===== src/rtl/ssrf_pkg.sv =====
// Package for the stream search-and-replace filter.
// Holds widths, constants, the command carried from front to back, and helpers.
// No dependencies.
`default_nettype none

package ssrf_pkg;

  localparam int MAX_PATTERN_LEN = 8;
  localparam int TEXT_W          = 64;
  localparam int LEN_W           = 4;
  localparam int QUEUE_DEPTH     = 4;
  localparam logic [7:0] NEWLINE_BYTE = 8'h0A;

  localparam logic [1:0] REG_SEARCH_TEXT  = 2'd0;
  localparam logic [1:0] REG_SEARCH_LEN   = 2'd1;
  localparam logic [1:0] REG_REPLACE_TEXT = 2'd2;
  localparam logic [1:0] REG_REPLACE_LEN  = 2'd3;

  typedef enum logic {
    SRC_SEARCH  = 1'b0,
    SRC_REPLACE = 1'b1
  } src_t;

  // One work command: cnt bytes of the selected text, then optionally one literal byte.
  typedef struct packed {
    src_t             src;
    logic [LEN_W-1:0] cnt;
    logic             has_byte;
    logic [7:0]       data;
  } cmd_t;

  typedef struct packed {
    logic valid;
    cmd_t cmd;
  } q_head_t;

  function automatic logic [LEN_W-1:0] eff_len(input logic [LEN_W-1:0] len);
    return (len > LEN_W'(MAX_PATTERN_LEN)) ? LEN_W'(MAX_PATTERN_LEN) : len;
  endfunction

  function automatic logic [7:0] byte_at(input logic [TEXT_W-1:0] text, input logic [2:0] idx);
    return text[8*idx +: 8];
  endfunction

endpackage

`default_nettype wire


===== src/rtl/ssrf_in_if.sv =====
// Input channel of the filter: valid/ready handshake with op and in_byte.
// No dependencies.
`default_nettype none

interface ssrf_in_if;
  logic       valid;
  logic       ready;
  logic       op;
  logic [7:0] in_byte;

  modport source (output valid, output op, output in_byte, input ready);
  modport sink   (input valid, input op, input in_byte, output ready);
endinterface

`default_nettype wire


===== src/rtl/ssrf_out_if.sv =====
// Output channel of the filter: valid/ready handshake with out_byte and last.
// No dependencies.
`default_nettype none

interface ssrf_out_if;
  logic       valid;
  logic       ready;
  logic [7:0] out_byte;
  logic       last;

  modport source (output valid, output out_byte, output last, input ready);
  modport sink   (input valid, input out_byte, input last, output ready);
endinterface

`default_nettype wire


===== src/rtl/ssrf_front.sv =====
// Front end: accepts input transfers, tracks match and line state, and turns
// each item into at most one command for the back end. Depends on ssrf_pkg, ssrf_in_if.
`default_nettype none

module ssrf_front (
  input  wire logic                          clk,
  input  wire logic                          rst,
  ssrf_in_if.sink                            in_ch,
  input  wire logic                          cfg_we,
  input  wire logic [ssrf_pkg::TEXT_W-1:0]   search_text,
  input  wire logic [ssrf_pkg::LEN_W-1:0]    search_len,
  input  wire logic [ssrf_pkg::LEN_W-1:0]    replace_len,
  input  wire logic                          q_full,
  output ssrf_pkg::cmd_t                     push_cmd,
  output logic                               push
);
  import ssrf_pkg::*;

  logic [LEN_W-1:0] match_count, match_count_next;
  logic             at_line_start, at_line_start_next;
  logic [LEN_W-1:0] slen, rlen, mc_eff, mc_inc;
  logic             accept;
  cmd_t             cmd;

  assign slen   = eff_len(search_len);
  assign rlen   = eff_len(replace_len);
  assign mc_eff = (match_count >= slen) ? '0 : match_count;
  assign mc_inc = mc_eff + LEN_W'(1);

  assign in_ch.ready = !q_full;
  assign accept      = in_ch.valid && !q_full;

  always_comb begin
    cmd                = '{src: SRC_SEARCH, cnt: '0, has_byte: 1'b0, data: in_ch.in_byte};
    match_count_next   = mc_eff;
    at_line_start_next = at_line_start;
    if (in_ch.op) begin
      cmd.cnt          = mc_eff;
      match_count_next = '0;
    end else if (slen == '0) begin
      cmd.src            = SRC_REPLACE;
      cmd.cnt            = at_line_start ? rlen : '0;
      cmd.has_byte       = 1'b1;
      at_line_start_next = (in_ch.in_byte == NEWLINE_BYTE);
    end else if (in_ch.in_byte == byte_at(search_text, mc_eff[2:0])) begin
      if (mc_inc == slen) begin
        cmd.src          = SRC_REPLACE;
        cmd.cnt          = rlen;
        match_count_next = '0;
      end else begin
        match_count_next = mc_inc;
      end
    end else begin
      // partial match is flushed; the mismatching byte does not restart a match
      cmd.cnt          = mc_eff;
      cmd.has_byte     = 1'b1;
      match_count_next = '0;
    end
  end

  assign push_cmd = cmd;
  assign push     = accept && ((cmd.cnt != '0) || cmd.has_byte);

  always_ff @(posedge clk) begin
    if (rst) begin
      match_count   <= '0;
      at_line_start <= 1'b1;
    end else if (cfg_we) begin
      match_count   <= '0;
    end else if (accept) begin
      match_count   <= match_count_next;
      at_line_start <= at_line_start_next;
    end
  end

endmodule

`default_nettype wire


===== src/rtl/ssrf_queue.sv =====
// Short command queue between front and back end.
// Depends on ssrf_pkg.
`default_nettype none

module ssrf_queue #(
  parameter int DEPTH = ssrf_pkg::QUEUE_DEPTH
) (
  input  wire logic     clk,
  input  wire logic     rst,
  input  wire logic     push,
  input  ssrf_pkg::cmd_t push_cmd,
  input  wire logic     pop,
  output logic          full,
  output ssrf_pkg::q_head_t head
);
  import ssrf_pkg::*;

  localparam int PTR_W = (DEPTH > 1) ? $clog2(DEPTH) : 1;
  localparam int CNT_W = $clog2(DEPTH + 1);

  cmd_t             entries [DEPTH];
  logic [PTR_W-1:0] wr_ptr, rd_ptr;
  logic [CNT_W-1:0] count;
  logic             do_push, do_pop;

  assign full       = (count == CNT_W'(DEPTH));
  assign do_push    = push && !full;
  assign do_pop     = pop && (count != '0);
  assign head.valid = (count != '0);
  assign head.cmd   = entries[rd_ptr];

  always_ff @(posedge clk) begin
    if (do_push) begin
      entries[wr_ptr] <= push_cmd;
    end
  end

  always_ff @(posedge clk) begin
    if (rst) begin
      wr_ptr <= '0;
      rd_ptr <= '0;
      count  <= '0;
    end else begin
      if (do_push) begin
        wr_ptr <= (wr_ptr == PTR_W'(DEPTH - 1)) ? '0 : wr_ptr + PTR_W'(1);
      end
      if (do_pop) begin
        rd_ptr <= (rd_ptr == PTR_W'(DEPTH - 1)) ? '0 : rd_ptr + PTR_W'(1);
      end
      if (do_push && !do_pop) begin
        count <= count + CNT_W'(1);
      end else if (do_pop && !do_push) begin
        count <= count - CNT_W'(1);
      end
    end
  end

endmodule

`default_nettype wire


===== src/rtl/ssrf_back.sv =====
// Back end: expands the head command into output bytes, one per cycle while out_ch is not
// stalled, into an output register. Depends on ssrf_pkg, ssrf_out_if.
`default_nettype none

module ssrf_back (
  input  wire logic                        clk,
  input  wire logic                        rst,
  input  wire logic [ssrf_pkg::TEXT_W-1:0] search_text,
  input  wire logic [ssrf_pkg::TEXT_W-1:0] replace_text,
  input  ssrf_pkg::q_head_t                head,
  output logic                             pop,
  ssrf_out_if.source                       out_ch
);
  import ssrf_pkg::*;

  logic [LEN_W-1:0] idx;
  logic [LEN_W-1:0] total;
  logic             step, final_byte;
  logic [7:0]       next_byte;
  logic             out_valid;
  logic [7:0]       out_byte;
  logic             out_last;

  assign total      = head.cmd.cnt + LEN_W'(head.cmd.has_byte);
  assign final_byte = ((idx + LEN_W'(1)) == total);
  assign step       = head.valid && (!out_valid || out_ch.ready);
  assign pop        = step && final_byte;

  always_comb begin
    if (idx < head.cmd.cnt) begin
      next_byte = (head.cmd.src == SRC_REPLACE) ? byte_at(replace_text, idx[2:0])
                                                : byte_at(search_text, idx[2:0]);
    end else begin
      next_byte = head.cmd.data;
    end
  end

  always_ff @(posedge clk) begin
    if (rst) begin
      idx       <= '0;
      out_valid <= 1'b0;
    end else begin
      if (step) begin
        idx       <= final_byte ? '0 : idx + LEN_W'(1);
        out_valid <= 1'b1;
      end else if (out_ch.ready) begin
        out_valid <= 1'b0;
      end
    end
  end

  always_ff @(posedge clk) begin
    if (step) begin
      out_byte <= next_byte;
      out_last <= final_byte;
    end
  end

  assign out_ch.valid    = out_valid;
  assign out_ch.out_byte = out_byte;
  assign out_ch.last     = out_last;

endmodule

`default_nettype wire


===== src/rtl/stream_search_replace_filter_core.sv =====
// Stream search-and-replace filter, top level.
// Input channel in_ch carries op (0 data byte, 1 end-of-stream flush) and in_byte;
// output channel out_ch carries out_byte and last, set on the final byte an item causes.
// Both use valid/ready; a transfer happens on a clock edge with both high.
// Registers are written through cfg_we/cfg_index/cfg_wdata (0 search_text,
// 1 search_len, 2 replace_text, 3 replace_len); any write drops a partial match.
// Search mode replaces the search text; a mismatching byte ends a partial match and is
// not retried as a start. With search_len zero the replacement precedes every line.
// An item's first byte passes through the command queue and then the back end's output
// register before it appears on out_ch.
// Throughput: one item per cycle while items cause at most one byte and out_ch.ready
// stays high; the back end emits one byte per cycle unless stalled, and the command
// queue (QUEUE_DEPTH entries) absorbs multi-byte bursts before in_ch.ready drops.
// A stalled receiver holds the output register; the back end then waits and the
// queue fills, after which in_ch.ready goes low.
// Synchronous reset clears the configuration registers, the queue, the match count and
// the output valid flag, and marks the stream as at the start of a line.
// Depends on ssrf_pkg, ssrf_in_if, ssrf_out_if, ssrf_front, ssrf_queue, ssrf_back.
`default_nettype none

module stream_search_replace_filter_core #(
  parameter int QUEUE_DEPTH = ssrf_pkg::QUEUE_DEPTH
) (
  input  wire logic                        clk,
  input  wire logic                        rst,
  ssrf_in_if.sink                          in_ch,
  ssrf_out_if.source                       out_ch,
  input  wire logic                        cfg_we,
  input  wire logic [1:0]                  cfg_index,
  input  wire logic [ssrf_pkg::TEXT_W-1:0] cfg_wdata
);
  import ssrf_pkg::*;

  logic [TEXT_W-1:0] search_text, replace_text;
  logic [LEN_W-1:0]  search_len, replace_len;
  cmd_t              push_cmd;
  logic              push, pop, q_full;
  q_head_t           head;

  always_ff @(posedge clk) begin
    if (rst) begin
      search_text  <= '0;
      search_len   <= '0;
      replace_text <= '0;
      replace_len  <= '0;
    end else if (cfg_we) begin
      case (cfg_index)
        REG_SEARCH_TEXT:  search_text  <= cfg_wdata;
        REG_SEARCH_LEN:   search_len   <= cfg_wdata[LEN_W-1:0];
        REG_REPLACE_TEXT: replace_text <= cfg_wdata;
        REG_REPLACE_LEN:  replace_len  <= cfg_wdata[LEN_W-1:0];
        default: ;
      endcase
    end
  end

  ssrf_front u_front (
    .clk         (clk),
    .rst         (rst),
    .in_ch       (in_ch),
    .cfg_we      (cfg_we),
    .search_text (search_text),
    .search_len  (search_len),
    .replace_len (replace_len),
    .q_full      (q_full),
    .push_cmd    (push_cmd),
    .push        (push)
  );

  ssrf_queue #(
    .DEPTH (QUEUE_DEPTH)
  ) u_queue (
    .clk      (clk),
    .rst      (rst),
    .push     (push),
    .push_cmd (push_cmd),
    .pop      (pop),
    .full     (q_full),
    .head     (head)
  );

  ssrf_back u_back (
    .clk          (clk),
    .rst          (rst),
    .search_text  (search_text),
    .replace_text (replace_text),
    .head         (head),
    .pop          (pop),
    .out_ch       (out_ch)
  );

endmodule

`default_nettype wire


===== src/flat_wrapper.sv =====
// flat-port wrapper written by rule: the top's interface ports become plain ports
module stream_search_replace_filter_core_flat import ssrf_pkg::*;
#(
  parameter int QUEUE_DEPTH = ssrf_pkg::QUEUE_DEPTH
)
  (clk, rst, cfg_we, cfg_index, cfg_wdata, in_ch_valid, in_ch_op, in_ch_in_byte, in_ch_ready, out_ch_valid, out_ch_out_byte, out_ch_last, out_ch_ready);
  ssrf_in_if in_ch_i ();
  ssrf_out_if out_ch_i ();
  input  wire logic clk;
  input  wire logic rst;
  input  wire logic cfg_we;
  input  wire logic [1:0] cfg_index;
  input  wire logic [ssrf_pkg::TEXT_W-1:0] cfg_wdata;
  input wire logic [$bits(in_ch_i.valid)-1:0] in_ch_valid;
  input wire logic [$bits(in_ch_i.op)-1:0] in_ch_op;
  input wire logic [$bits(in_ch_i.in_byte)-1:0] in_ch_in_byte;
  output wire logic [$bits(in_ch_i.ready)-1:0] in_ch_ready;
  output wire logic [$bits(out_ch_i.valid)-1:0] out_ch_valid;
  output wire logic [$bits(out_ch_i.out_byte)-1:0] out_ch_out_byte;
  output wire logic [$bits(out_ch_i.last)-1:0] out_ch_last;
  input wire logic [$bits(out_ch_i.ready)-1:0] out_ch_ready;
  assign in_ch_i.valid = in_ch_valid;
  assign in_ch_i.op = in_ch_op;
  assign in_ch_i.in_byte = in_ch_in_byte;
  assign in_ch_ready = in_ch_i.ready;
  assign out_ch_valid = out_ch_i.valid;
  assign out_ch_out_byte = out_ch_i.out_byte;
  assign out_ch_last = out_ch_i.last;
  assign out_ch_i.ready = out_ch_ready;
  stream_search_replace_filter_core #(.QUEUE_DEPTH(QUEUE_DEPTH)) u_core (.clk(clk), .rst(rst), .in_ch(in_ch_i), .out_ch(out_ch_i), .cfg_we(cfg_we), .cfg_index(cfg_index), .cfg_wdata(cfg_wdata));
endmodule

===== config.mk =====
export PLATFORM = sky130hd
export DESIGN_NAME = stream_search_replace_filter_core_flat
export DESIGN_NICKNAME = d
export VERILOG_FILES = /design/src/rtl/ssrf_pkg.sv /design/src/rtl/ssrf_in_if.sv /design/src/rtl/ssrf_out_if.sv /design/src/rtl/ssrf_front.sv /design/src/rtl/ssrf_queue.sv /design/src/rtl/ssrf_back.sv /design/src/rtl/stream_search_replace_filter_core.sv /design/src/flat_wrapper.sv
export SDC_FILE = /design/constraint.sdc
export NUM_CORES = 1
export LEC_CHECK = 0
export ABC_AREA = 1
export BUFFER_PORTS_ARGS = -buffer_cell sky130_fd_sc_hd__buf_2
export CAP_MARGIN = 20
export CORE_ASPECT_RATIO = 2
export CORE_MARGIN = 2
export CORE_UTILIZATION = 35
export DETAILED_ROUTE_END_ITERATION = 16
export PLACE_DENSITY = 0.55
export SYNTH_ARGS = -nofsm -noshare
export SYNTH_HDL_FRONTEND = slang
export SYNTH_SLANG_ARGS = --single-unit

===== constraint.sdc =====
create_clock -name clk -period 7.9 [get_ports clk]
set_input_delay 1.58 -clock clk [delete_from_list [all_inputs] [get_ports clk]]
set_output_delay 1.58 -clock clk [all_outputs]
set_load 0.01 [all_outputs]

# Word level (Yosys, flattened, before mapping)
# Memory sizes are Yosys's and may differ from the RTL's. A register that Yosys moved wholly into a read port is not among the register bits.
# Cells that the tools add are included.
totals:
  reg_bits: 162
  ram_bits: 56
  in_bits: 80
  out_inout_bits: 11
  wordCells: 95
  mem_count: 1
mem_list:
  columns: ["memory", "depth", "word_bits", "rd", "rd_clocked_by_memory_dff", "wr", "line", "source"]
  rows:
  - ["u_core.u_queue.entries", 4, 14, 1, 1, 1, "ssrf_queue.sv:21", "cmd_t entries [DEPTH];"]
op_classes:
  add_sub_neg: 7
  magnitude_cmp: 4
  eq_ne: 10
  shift: 3
  muxes: 29
  n_bitwise: 2
  reduce_logical: 26
op_table:
  columns: ["operator", "count"]
  rows:
  - ["indexed part select 64 x 7 -> 8 bit", 3]
  - ["two-way mux 4 bit", 11]
  - ["two-way mux 8 bit", 2]
  - ["adder 4 x 1 -> 4 bit, second input constant", 2]
  - ["equality test 2 bit, second input constant", 4]
  - ["equality test 4 bit", 2]
  - ["equality test 8 x 4 -> 1 bit, second input constant", 1]
  - ["equality test 8 bit", 1]
  - ["greater-than comparator 4 bit, second input constant", 2]
  - ["logical AND 1 bit", 8]
  - ["two-way mux 1 bit", 8]
  - ["two-way mux 2 bit", 4]
  - ["AND reduction 2 bit", 4]
  - ["two-way mux 3 bit", 2]
  - ["two-way mux 6 bit", 1]
  - ["two-way mux 5 bit", 1]
  - ["adder 2 x 1 -> 2 bit, second input constant", 2]
  - ["adder 4 x 1 -> 4 bit", 1]
  - [">= comparator 4 bit", 1]
  - ["logical NOT 1 bit", 4]
  - ["logical NOT 4 bit", 1]
  - ["< comparator 4 bit", 1]
  - ["AND reduction 4 bit", 1]
  - ["nonzero test 2 bit", 2]
  - ["10 further kinds", 12]

# Depth between registers and ports, before layout
logic_depth:
  ltp_word: 18
  ltp_mapped: 36
  mapped_depth_nobuf: 36

# Hierarchy
# A second synthesis with hierarchy kept.
hier_totals:
  hier_cells: 1984
  hier_area_um2: 12923.6
modules_own_cells:
  columns: ["mod", "n_inst", "cells_per_inst", "area_each_um2", "seq_area_each_um2"]
  rows:
  - ["stream_search_replace_filter_core", 1, 879, 5796.8, 2722.6]
  - ["ssrf_queue", 1, 205, 2666.3, 1861.8]
  - ["ssrf_back", 1, 511, 2544.9, 370.4]
  - ["ssrf_front", 1, 389, 1915.6, 100.1]

# Worst setup path after synthesis
# OpenSTA, ideal clock, no wires.
synth_path:
  path_type: "register -> register"
  startpoint: "register u_core.u_front.match_count[0]"
  endpoint: "register u_core.u_queue.count[2]"
  arrival_time_ps: 4010
  required_time_ps: 7830
  slack_ps: 3820
  stages_incl_launch_ff: 36
  synth_period_minus_slack_ps: 4080
  cell_sequence: "dfxtp_1 buf_2 inv_1 ha_1 inv_1 nand2_1 nand2_1 nand2_1 nand2_1 nand3_2 inv_2 buf_2 ha_1 inv_1 xor2_1 a21oi_1 o21ai_0 nor3b_1 nand2_1 inv_1 nand2_1 nand3_1 nand3_1 nand2_1 nand2_1 nand4_1 nand2_2 inv_1 ha_1 inv_1 fa_1 nor2_1 nor2_1 nand2_1 o21ai_0 a21oi_1"
synth_via:
  elab_chain_cells: 15
synth_rtl:
  columns: ["item", "line", "source"]
  rows:
  - ["start: declaration", "ssrf_front.sv:19", "logic [LEN_W-1:0] match_count, match_count_next;"]
  - ["start signal: assignment", "ssrf_front.sv:71", "match_count <= match_count_next;"]
  - [">= comparator 4 bit", "ssrf_front.sv:27", "assign mc_eff = (match_count >= slen) ? '0 : match_count;"]
  - ["two-way mux 4 bit *", "ssrf_front.sv:27", null]
  - ["branches (longest 7 deep; another with indexed part select 64 x 7 -> 8 bit)", null, null]
  - ["logical OR 1 bit *", "ssrf_front.sv:62", "assign push = accept && ((cmd.cnt != '0) || cmd.has_byte);"]
  - ["logical AND 1 bit *", "ssrf_front.sv:62", null]
  - ["logical AND 1 bit *", "ssrf_queue.sv:27", "assign do_push = push && !full;"]
  - ["via u_core.u_queue.do_push", "ssrf_queue.sv:24", "logic do_push, do_pop;"]
  - ["logical NOT 1 bit", "ssrf_queue.sv:52", "end else if (do_pop && !do_push) begin"]
  - ["logical AND 1 bit", "ssrf_queue.sv:52", null]
  - ["nonzero test 2 bit (no source line)", null, null]
  - ["end signal: assignment", "ssrf_queue.sv:51", "count <= count + CNT_W'(1);"]
  - ["end signal: assignment", "ssrf_queue.sv:53", "count <= count - CNT_W'(1);"]
  - ["end: declaration", "ssrf_queue.sv:23", "logic [CNT_W-1:0] count;"]
# Mark *: on every way through the listed nets, which the timed path passes.
# A chain may end at the register's enable or synchronous reset.

# Final worst setup path
layout_path:
  startpoint: "register u_core.search_len[0]"
  endpoint: "register u_core.u_queue.count[2]"
layout_via:
  elab_chain_cells: 17
layout_rtl:
  columns: ["item", "line", "source"]
  rows:
  - ["start: declaration", "stream_search_replace_filter_core.sv:35", "logic [LEN_W-1:0] search_len, replace_len;"]
  - ["start signal: assignment", "stream_search_replace_filter_core.sv:49", "REG_SEARCH_LEN: search_len <= cfg_wdata[LEN_W-1:0];"]
  - ["greater-than comparator 4 bit", "ssrf_pkg.sv:38", "return (len > LEN_W'(MAX_PATTERN_LEN)) ? LEN_W'(MAX_PATTERN_LEN) : len;"]
  - ["two-way mux 4 bit *", "ssrf_pkg.sv:38", null]
  - ["branches (longest 9 deep; another with >= comparator 4 bit)", null, null]
  - ["logical OR 1 bit *", "ssrf_front.sv:62", null]
  - ["logical AND 1 bit *", "ssrf_front.sv:62", null]
  - ["logical AND 1 bit *", "ssrf_queue.sv:27", null]
  - ["via u_core.u_queue.do_push", "ssrf_queue.sv:24", null]
  - ["logical NOT 1 bit", "ssrf_queue.sv:52", null]
  - ["logical AND 1 bit", "ssrf_queue.sv:52", null]
  - ["nonzero test 2 bit (no source line)", null, null]
# Marked as above.

==> run metrics <==
status finished, final reports clean; WHS Endpoint u_core.u_queue.rd_ptr[1]; Lkg Pwr roughly 5.1 nW; # rows 90; FFs w/ async S/R, synth 0; critical path's slowest cell nand2_1; Sw Pwr 1.29 mW; die area 32000 µm²; Final Hold Fails 0; clk buf depth 3; setup repair bufs after CTS 0; unrepaired setup endpoints after global routing false; average wire per standard cell roughly 20 µm; MaxCap Viol Count 0; Logic pwr share 0.312; number of I/O pins 91; syn_nets ~1500; Syn Std Cell Area 10700 µm²; minimum clock period around 5.7 ns; Buffers on Ports 90; Synth Warn # 0; Pre-antenna DRT Iters 5; vias in the first global route roughly 9600; Worst Path Arrival 6.11 ns; CTS Sinks 220; Synth cell types 43; most frequent CP cell nand2_1; worst-path fanout max 23; via count 9920; P_int 2.16 mW; Root Driver clkbuf_16; CP endpoint kind register; Avg Cell Area, Syn about 7.5 µm²; CP Launch Type register; EDFF count, synth 65; PwrDens 287 nW/µm²; commonest non-fill, non-tap cell in the layout nor2_1; Clock H-tree levels 1; largest net degree at the start of global routing between 80 and 90; path depth of the worst reg2reg path 34; worst reg2reg path endpoint u_core.u_queue.count[2]; total gr overflow 0; Area growth syn-to-layout 13.1%; DRC Markers 0; Synth Flop Type dfxtp_1; Hold Path Origin u_core.u_queue.rd_ptr[1]; Routed WL roughly 37 mm; synthesized instance count ~1400; total global-route track usage 0.230; RD Place Congestion between 0.9 and 1; Post-CTS Resized 0; fraction of layout cells with a size suffix above 1 0.109; initial DRC count a little under 700; Core ar. 30100 µm²; antenna-violating nets left 0; post-DP HPWL ~27 mm; Crit path largest cell delay approximately 0.56 ns; CP startpoint u_core.search_len[0]; CTS Buf Count 22; Pwr Total 3.45 mW; sequential-to-total area share from yosys stat 0.474; die width 127 µm; DIE HEIGHT roughly 250 µm; Switching Share 0.374; hold path cells 2; vias per cell between 5 and 6; Layout Nets around 1600; Slew @ Worst Pin ~1.0 ns; period utilisation layout 0.716; r2r setup slk 2.24 ns; Seq cells post-synth 220; Initial Util 0.355; Setup CP Type reg2reg; first-pass GRT wire length 56.2 mm; Fillers around 3200; initial antenna violation count 0; Inserted Diodes 0; HP Class reg2reg; sequential share of power 0.397; slew margin rel. 0.316; Final Max Slew Viols 0; most frequent cells in the layout nor2_1 (294), o21ai_0 (228), nand2_1 (189); Max IR drop VDD roughly 0.15 mV; fmax approximately 180 MHz; Final TNS setup 0 ns; CTS tree yes; skew final roughly 0.020 ns; Worst-path clk slew around 0.070 ns; Hold Buf Count CTS 0; final setup vio count 0; reg2reg start u_core.search_len[0]; Clock power frac 0.292; Clock Latency Late Sink between 0.5 and 0.6 ns; CP required around 8.4 ns
through the flow:
| step | setup WS (ns) | std cells | cell area, µm² | hold slack, ns | utilization |
|---|---|---|---|---|---|
| 2_1_floorplan | 3.82 | 1424 | 10700 | 0.445 | - |
| 3_3_place_gp | 2.44 | 1810 | 11400 | 0.462 | 0.378 |
| 3_5_place_dp | 2.35 | 1811 | 11400 | 0.478 | 0.379 |
| 4_1_cts | 2.31 | 1850 | 12100 | 0.487 | 0.401 |
| 5_1_grt | 1.73 | 1850 | 12100 | 0.512 | 0.401 |
| 6_report | 2.24 | 1850 | 12100 | 0.489 | 0.401 |
power by group through the flow:
stage | registers (mW) | clock network (mW) | logic [mW]
3_5_place_dp | 1.39 | 0 | 1.08
5_1_grt | 1.38 | 1.06 | 1.19
4_1_cts | 1.37 | 1.03 | 1.09
6_report | 1.37 | 1.01 | 1.08
2_1_floorplan | 1.38 | 0 | 0.648
3_3_place_gp | 1.39 | 0 | 1.07
registers in the layout (all words and copies together) (netlist names), 3 cells and up, named ones only:
signal / flops
u_core.replace_len: 4
u_core.u_back.idx: 4
u_core.u_front.match_count: 4
u_core.u_queue.entries: 56
u_core.u_queue.count: 3
u_core.u_back.out_ch.out_byte: 8
u_core.search_len: 4
u_core.replace_text: 64
u_core.search_text: 64
synth_stat cells (13+ instances only):
cell type  instances  area, µm²
clkbuf_1          79        297
a31oi_1           13       81.3
edfxtp_1          65       1950
dfxtp_1          155       3100
ha_1              17        213
nor2_1           295       1110
nand2_1          190        713
o221ai_1          13        114
nand3_1           86        430
nand4_1           26        163
o21ai_0          228       1140
a21oi_1           88        440
inv_1             93        349
how the worst max path moves through the flow:
stage / depth (start not counted) / slack, ns / to
after global routing: 34 / 1.73 / u_core.u_queue.count[2]
after global placement: 26 / 2.44 / u_core.u_queue.entries[0][6]
final: 34 / 2.24 / u_core.u_queue.count[2]
after detailed placement: 34 / 2.35 / u_core.u_queue.count[2]
after floorplan: 35 / 3.82 / u_core.u_queue.count[2]
after CTS: 34 / 2.31 / u_core.u_queue.count[2]
per-layer routing:
metal  global-route usage  up-vias  routed length (µm)
li1                     -     4885                   -
met1                0.234     4716               13000
met2                0.433      223               20200
met3               0.0202       96                1080
met4                0.157        0                2880
met5                    0        -                   0
cell families after synthesis:
| family | count (synthesis) | synth area share |
|---|---|---|
| simple gates | 614 | 0.238 |
| compound gates | 372 | 0.190 |
| flops | 220 | 0.474 |
| buf+inv | 192 | 0.0692 |
| fa+ha+maj | 18 | 0.0218 |
| xor+xnor | 8 | 0.00657 |
worst max-delay path, delay by kind of cell (launching register included):
family                     cells  cell delay (ns)
adders and majority gates      4             1.16
AOI/OAI and AO/OA              4             0.46
xor gates and xnor gates       1             0.07
DFF                            1             0.33
and+or+nand+nor               18             2.68
buffers and inverters          7             0.86
layout make-up:
cell class                      count  area [µm²]  share of cell area
Multi-Input combinational cell   1012        4890               0.406
Sequential cell                   220        5050               0.419
Clock buffer                       30         606              0.0502
Inverter                          102         384              0.0319
Clock inverter                      9        65.1             0.00540
Tap cell                          368         460              0.0382
Timing Repair Buffer              109         593              0.0492
(Power assumes the default switching activity.)
